===== src/design/tta_pkg.sv =====
// ----------------------------------------------------------------------------
// tta_pkg
// Sizes, cell codes, register indexes and helpers for the traffic automaton.
// ----------------------------------------------------------------------------
package tta_pkg;

    localparam int MAX_COLS = 256;
    localparam int MAX_ROWS = 256;
    localparam int MAX_DIM  = (MAX_COLS > MAX_ROWS) ? MAX_COLS : MAX_ROWS;
    localparam int IDX_W    = $clog2(MAX_DIM);
    localparam int LEN_W    = $clog2(MAX_DIM + 1);
    localparam int CELLS    = MAX_COLS * MAX_ROWS;
    localparam int ADDR_W   = $clog2(CELLS);
    localparam int POS_W    = $clog2(CELLS);
    localparam int DIM_CFG_W = 9;
    localparam int LIM_W     = 21;
    localparam int CFG_W     = 21;

    typedef logic [1:0] t_cell;
    localparam t_cell CELL_EMPTY = 2'd0;
    localparam t_cell CELL_EAST  = 2'd1;
    localparam t_cell CELL_SOUTH = 2'd2;
    localparam t_cell CELL_BAD   = 2'd3;

    typedef logic [1:0] t_cfg_idx;
    localparam t_cfg_idx CFG_COLS  = 2'd0;
    localparam t_cfg_idx CFG_ROWS  = 2'd1;
    localparam t_cfg_idx CFG_LIMIT = 2'd2;

    typedef struct packed {
        logic             done;
        logic [POS_W-1:0] quo;
        logic [LEN_W-1:0] rem;
    } t_div_res;

    function automatic logic [LEN_W-1:0] clamp_len(input logic [DIM_CFG_W-1:0] v,
                                                   input int maxv);
        if (v == '0) begin
            return LEN_W'(1);
        end else if (int'(v) > maxv) begin
            return LEN_W'(maxv);
        end
        return LEN_W'(v);
    endfunction

    function automatic logic [ADDR_W-1:0] cell_addr(input logic [IDX_W-1:0] row,
                                                    input logic [IDX_W-1:0] col);
        return ADDR_W'(int'(row) * MAX_COLS + int'(col));
    endfunction

    // new value of the center cell of a three-cell window along the move axis
    function automatic t_cell next_cell(input t_cell l, input t_cell c, input t_cell r,
                                        input t_cell mover);
        if (c == mover && r == CELL_EMPTY) begin
            return CELL_EMPTY;
        end else if (c == CELL_EMPTY && l == mover) begin
            return mover;
        end
        return c;
    endfunction

endpackage


===== src/design/tta_divider.sv =====
// ----------------------------------------------------------------------------
// tta_divider
// Restoring divider, one quotient bit per cycle; maps the linear load
// position to row and column after a grid size change.
// ----------------------------------------------------------------------------
module tta_divider (
    input  logic                      i_clk,
    input  logic                      i_rst_n,
    input  logic                      i_start,
    input  logic [tta_pkg::POS_W-1:0] i_dividend,
    input  logic [tta_pkg::LEN_W-1:0] i_divisor,
    output tta_pkg::t_div_res         o_res
);

    localparam int CNT_W = $clog2(tta_pkg::POS_W + 1);

    logic                      r_busy;
    logic                      r_done;
    logic [CNT_W-1:0]          r_cnt;
    logic [tta_pkg::POS_W-1:0] r_quo;
    logic [tta_pkg::LEN_W-1:0] r_rem;

    logic [tta_pkg::LEN_W:0]   shifted;
    logic [tta_pkg::LEN_W:0]   diff;
    logic                      ge;

    assign shifted = {r_rem, r_quo[tta_pkg::POS_W-1]};
    assign ge      = shifted >= (tta_pkg::LEN_W + 1)'(i_divisor);
    assign diff    = shifted - (tta_pkg::LEN_W + 1)'(i_divisor);

    always_ff @(posedge i_clk) begin
        if (!i_rst_n) begin
            r_busy <= 1'b0;
            r_done <= 1'b0;
            r_cnt  <= '0;
        end else begin
            r_done <= 1'b0;
            if (i_start) begin
                r_busy <= 1'b1;
                r_cnt  <= '0;
            end else if (r_busy) begin
                r_cnt <= r_cnt + CNT_W'(1);
                if (r_cnt == CNT_W'(tta_pkg::POS_W - 1)) begin
                    r_busy <= 1'b0;
                    r_done <= 1'b1;
                end
            end
        end
    end

    always_ff @(posedge i_clk) begin
        if (i_start) begin
            r_quo <= i_dividend;
            r_rem <= '0;
        end else if (r_busy) begin
            r_quo <= {r_quo[tta_pkg::POS_W-2:0], ge};
            r_rem <= ge ? diff[tta_pkg::LEN_W-1:0] : shifted[tta_pkg::LEN_W-1:0];
        end
    end

    assign o_res.done = r_done;
    assign o_res.quo  = r_quo;
    assign o_res.rem  = r_rem;

endmodule


===== config.mk =====
export PLATFORM = sky130hd
export DESIGN_NAME = tta_divider
export DESIGN_NICKNAME = d
export VERILOG_FILES = /design/src/design/tta_pkg.sv /design/src/design/tta_divider.sv
export SDC_FILE = /design/constraint.sdc
export NUM_CORES = 1
export LEC_CHECK = 0
export ABC_AREA = 1
export ABC_CLOCK_PERIOD_IN_PS = 1700
export BUFFER_PORTS_ARGS = -buffer_cell sky130_fd_sc_hd__buf_2
export CAP_MARGIN = 15
export CELL_PAD_IN_SITES_DETAIL_PLACEMENT = 1
export CELL_PAD_IN_SITES_GLOBAL_PLACEMENT = 2
export CORE_MARGIN = 8
export CORE_UTILIZATION = 25
export DETAILED_ROUTE_END_ITERATION = 12
export PLACE_DENSITY = 0.71
export SKIP_LAST_GASP = 1
export SLEW_MARGIN = 15
export SYNTH_ARGS = -nofsm -noshare
export SYNTH_HDL_FRONTEND = slang
export SYNTH_SLANG_ARGS = --single-unit

===== constraint.sdc =====
create_clock -name i_clk -period 1.7 [get_ports i_clk]
set_input_delay 0.085 -clock i_clk [delete_from_list [all_inputs] [get_ports i_clk]]
set_output_delay 0.085 -clock i_clk [all_outputs]
set_load 0.02 [all_outputs]

After elaboration in Yosys (flattened, before gate mapping)
Cells that the tools add are included.
W data, S select, Z words.
- register bits after elaboration: 32
- input port bits: 28
- output and inout port bits: 26
- add/subtract/negate cells: 2
- $lt $le $gt $ge: 1
- eq/ne operators: 1
- multiplexer cells: 7
- bitwise gates (word level): 2
- reduce and logical (&&, ||, !) cells: 3
- operators with widths (cell ; number):
    $mux W16 ; 2
    $ge A10 B9 Y1 ; 1
    $mux W9 ; 1
    $sub A9 B9 Y9 ; 1
    $add A5 B1 Y5 const B ; 1
    $eq A5 B4 Y1 const B ; 1
    $mux W1 ; 4
    $reduce_or A3 Y1 ; 1
    $not A1 Y1 ; 2
    $reduce_bool A2 Y1 ; 1
    $reduce_or A2 Y1 ; 1

Depth between registers and ports, before layout
- depth in word-level cells: 4
- depth in mapped cells: 13
- gate-level depth less buffers: 13

Worst setup path before layout
No wires, ideal clock.
- path type: reg2reg
- start point: register r_quo[15] in the netlist's numbering
- end point: register r_rem[0] in the netlist's numbering
- arrival: 1.757 ns
- required time: 1.561 ns
- slack: -0.196 ns
- stages on the path, launching flop included: 12
- path buffers: 1
- cells stage by stage: edfxtp_1 inv_1 ha_1 inv_1 fa_1 nand2_1 nand3_2 nand2_2 buf_6 nand3_1 nand3_1 o21ai_0
- longest elaborated chain between the ends: 2
- elaborated cells on any way between the ends: 3
- those cells by class: add/sub (1); order compare (1); mux (1)
- RTL lines (what ; line ; RTL):
    start, declared ; tta_divider.sv:20 ; logic [tta_pkg::POS_W-1:0] r_quo;
    start signal, assigned ; tta_divider.sv:53 ; r_quo <= i_dividend;
    start signal, assigned ; tta_divider.sv:56 ; r_quo <= {r_quo[tta_pkg::POS_W-2:0], ge};
    $sub A9 B9 Y9 / $ge A10 B9 Y1 (equally long branches) ; tta_divider.sv:29, tta_divider.sv:28 ;
    $mux W9 (*) ; tta_divider.sv:57 ; r_rem <= ge ? diff[tta_pkg::LEN_W-1:0] : shifted[tta_pkg::LEN_W-1:0];
    end signal, assigned ; tta_divider.sv:57 ;
    end, declared ; tta_divider.sv:21 ; logic [tta_pkg::LEN_W-1:0] r_rem;
Mark *: on every way between the ends. The rest lies on a longest branch, timed or not.
A chain may end at the register's enable or synchronous reset.

Final worst setup path
- start point: register r_quo[15] in the netlist's numbering
- end point: register r_rem[4] in the netlist's numbering
The elaborated chain is that of the path after synthesis.

==> summary.md <==
| Metric | Value |
|---|---|
| Final clock period utilization by the worst path | `104%` |
| Antenna violation net count after detailed routing | `0` |
| Final global-route overflow total | `0` |
| Syn-to-layout area delta | `39.0%` |
| Vias | `1,927` |
| Floorplan die height | `between 100 and 150 microns` |
| Setup TNS Final | `-380 ps` |
| Max IR drop VDD | `roughly 0.00038 V` |
| CTS clock-pin slew for the worst setup and hold paths | `~70 ps` |
| Number of enable-type register cells in the synthesized netlist | `16` |
| Critical path capture point | `r_rem[4]$_SDFFE_PP0P_` |
| Synthesized net count | `304` |
| Worst slack on hold paths | `around 63 ps` |
| Clock tree from TritonCTS | `built` |
| Via-per-instance ratio | `around 4.3` |
| Diode insertion count for antenna repair | `0` |
| Final critical-path setup slack | `-66.6 ps` |
| Num rows | `32` |
| Worst slew margin relative to its limit | `69.9%` |
| Most frequent standard cell in the layout excluding fill and tap cells | `sky130_fd_sc_hd__nand2_1` |
| Cell total after placement | `approximately 440` |
| Average cell area after synthesis | `approximately 7.3 sq um` |
| WS Path Type | `reg2reg` |
| Part of the Yosys area used for sequential elements | `about two fifths` |
| Fmax | `approximately 0.57 GHz` |
| Total standard cell area after synthesis | `between 0.0015 and 0.002 sq mm` |
| Count of final max-slew check failures | `0` |
| Setup clock skew after layout | `roughly 2.7 ps` |
| Effective utilization at floorplan | `25.3%` |
| Die width | `slightly above 100 microns` |
| DRC violation count after routing | `0` |
| FF+latch count, synth | `32` |
| Critical path capture point type | `flip-flop` |
| Maximum level of the CTS H-tree | `2` |
| Highest net fanout along the worst path | `4` |
| Predominant post-synthesis flop cell | `sky130_fd_sc_hd__edfxtp_1` |
| Crit path required time | `between 1500 and 2000 ps` |
| Root Driver | `sky130_fd_sc_hd__clkbuf_8` |
| Delay contributed by the slowest stage of the critical path | `approximately 400 ps` |
| Final setup violation count | `9` |
| Later-pin clock latency in the skew report | `280 ps` |
| Post-place instance area | `between 0.002 and 0.0025 sq mm` |
| Die footprint | `about 0.011 sq mm` |
| Max Root-Sink Buffers | `2` |
| Number of buffers added on ports | `53` |
| Final wirelength | `around 6000 microns` |
| Most frequent cells in the layout | `103 x sky130_fd_sc_hd__nand2_1, 53 x sky130_fd_sc_hd__buf_2, 38 x sky130_fd_sc_hd__inv_1` |
| Post-CTS Hold Buffers | `0` |
| Clock sinks | `32` |
| Launching instance or port of the critical path | `r_quo[15]$_DFFE_PP_` |
| Number of cells produced by synthesis | `about 260` |
| Beginning of the worst register-to-register path | `r_quo[15]$_DFFE_PP_` |
| Actual transition at the worst max-transition pin | `roughly 450 ps` |
| Count of nets after finishing | `about 390` |
| Outcome | `complete, but fails checks` |
| Largest area contributor in the netlist | `sky130_fd_sc_hd__edfxtp_1` |
| Number of iterations in the first detailed-routing pass | `4` |
| Util after Layout | `a little over a third` |
| Number of buffers created by CTS | `5` |
| Pin count of the biggest net entering global routing | `16` |
| Unrepaired setup endpoints after global routing | `true` |
| Critical path arrival | `between 1500 and 2000 ps` |
| Final cell count without fillers | `450` |
| Crit start category | `flip-flop` |
| Fin area | `between 0.002 and 0.003 sq mm` |
| Violations in the final reports | `setup timing` |
| Power, Total | `2.07 mW` |
| Cell leakage power | `approximately 1.5 nW` |
| Half-perimeter wire length after detailed placement | `between 4000 and 5000 microns` |
| Via count of the first global-routing pass | `approximately 2,100` |
| Std-Cell Core Area | `approximately 0.0076 sq mm` |
| Worst slack at placement | `-110 ps` |
| Cell variety after synth | `26` |
| Area share of the leading cell type in the synthesized netlist | `25.0%` |
| Fraction of registers with async set or reset after synthesis | `0%` |
| Total count of hold-check failures in the final report | `0` |
| Fin crit period | `roughly 1800 ps` |
| FF-to-FF setup slack | `-70 ps` |
| Worst path cell trace | `inv_2 > ha_4 > inv_2 > fa_2 > nand2_2 > nand3_2 > nand2_4 > buf_4 > nand3_1 > nand3_1 > o21ai_0` |
| Number of ports placed on the die boundary | `54` |
| Detail-routed net length per standard cell | `13.3 microns` |
| Routability congestion estimate from global placement | `0.790` |
| Classification of the worst-slack hold path | `in2reg` |
| Initial detailed-routing violation count | `73` |
| Cell with the largest stage delay on the worst path | `sky130_fd_sc_hd__edfxtp_1` |
| Leading cell types by total area after synthesis | `sky130_fd_sc_hd__edfxtp_1 25%, sky130_fd_sc_hd__nand2_1 21%, sky130_fd_sc_hd__dfxtp_1 17%, sky130_fd_sc_hd__inv_1 7.8%, sky130_fd_sc_hd__ha_1 7.2%` |
| Cell count of the worst reg-to-reg path | `11` |
| Endpoint of the lowest-slack register-to-register path | `r_rem[4]$_SDFFE_PP0P_` |
| Cell area power density | `between 700 and 800 mW/mm^2` |
| Global-route wire length before repair | `9950 microns` |
| Number of violations of the max-capacitance limit | `0` |
| Syn. warnings | `0` |
| GRT Overall Usage | `between 10% and 20%` |
| Number of antenna violations at the first check in global routing | `0` |
| Share of final-layout standard cells stronger than drive strength 1 | `between 30 and 40%` |
-- cells by family (layout without fill, tap and decap cells) --
logic type,after synthesis,after routing,share of synthesized area [%]
AO/OA/AOI/OAI,17,17,4.81
XOR/XNOR,3,3,1.37
adder cells (fa/ha/maj),12,12,8.19
buffers and inverters,47,131,10.5
flip-flops,32,32,41.6
AND/OR/NAND/NOR,153,153,33.5
-- worst min path at each step --
stage | startpoint | slack, ps | cells after the start | end
after floorplan | i_rst_n | 230 | 2 | r_busy$_SDFF_PN0_
after global placement | i_rst_n | 360 | 3 | r_busy$_SDFF_PN0_
after detailed placement | i_rst_n | 350 | 2 | r_done$_SDFF_PP0_
after CTS | i_rst_n | 50 | 3 | r_busy$_SDFF_PN0_
after global routing | i_rst_n | 70 | 2 | r_done$_SDFF_PP0_
final | i_rst_n | 60 | 3 | r_busy$_SDFF_PN0_
-- cell type report --
cell class                      count  area [sq um]
Clock buffer                        6          72.6
Clock inverter                      2          35.0
Fill cell                         960          4930
Inverter                           41           154
Multi-Input combinational cell    185           982
Sequential cell                    32           801
Tap cell                          102           128
Timing Repair Buffer               82           503
-- flip-flops by register name (all words and copies together), names as in the netlist --
signal	flops
r_done	1
r_rem	9
r_cnt	5
r_busy	1
r_quo	16
-- where the power goes --
group	internal, mW	switching (mW)	leakage, nW
Sequential	0.872	0.0310	0.294
Combinational	0.189	0.263	1.13
Clock	0.435	0.283	0.0552
-- cell usage after synthesis (3+ instances only) --
cell type / count
sky130_fd_sc_hd__nor2_1: 11
sky130_fd_sc_hd__nor3_1: 3
sky130_fd_sc_hd__edfxtp_1: 16
sky130_fd_sc_hd__inv_1: 40
sky130_fd_sc_hd__a21oi_1: 6
sky130_fd_sc_hd__nand3_1: 21
sky130_fd_sc_hd__xnor2_1: 3
sky130_fd_sc_hd__nor2_2: 3
sky130_fd_sc_hd__nand2_1: 106
sky130_fd_sc_hd__ha_1: 11
sky130_fd_sc_hd__buf_6: 3
sky130_fd_sc_hd__o21ai_0: 6
sky130_fd_sc_hd__dfxtp_1: 16
-- layer usage --
| metal | routed length, microns | GRT usage, % |
|---|---|---|
| met5 | 0 | 0 |
| met4 | 67 | 3.72 |
| met2 | 3070 | 19.6 |
| met3 | 148 | 2.17 |
| met1 | 2710 | 13.1 |
-- worst max-delay path: cells and delay by family, from the launching register on --
kind	cells	cell delay, ps
flip-flops	1	400
AO/OA/AOI/OAI	1	70
adder cells (fa/ha/maj)	2	480
AND/OR/NAND/NOR	5	450
buffers and inverters	3	260
-- what timing repair did --
action                                  4_1_cts  5_1_grt
gates resized for setup                      10        6
pin swaps                                     3        0
endpoints found under the setup margin       10       10
setup buffers                                 3        1
Note: power is estimated with default switching activity, not from simulation.
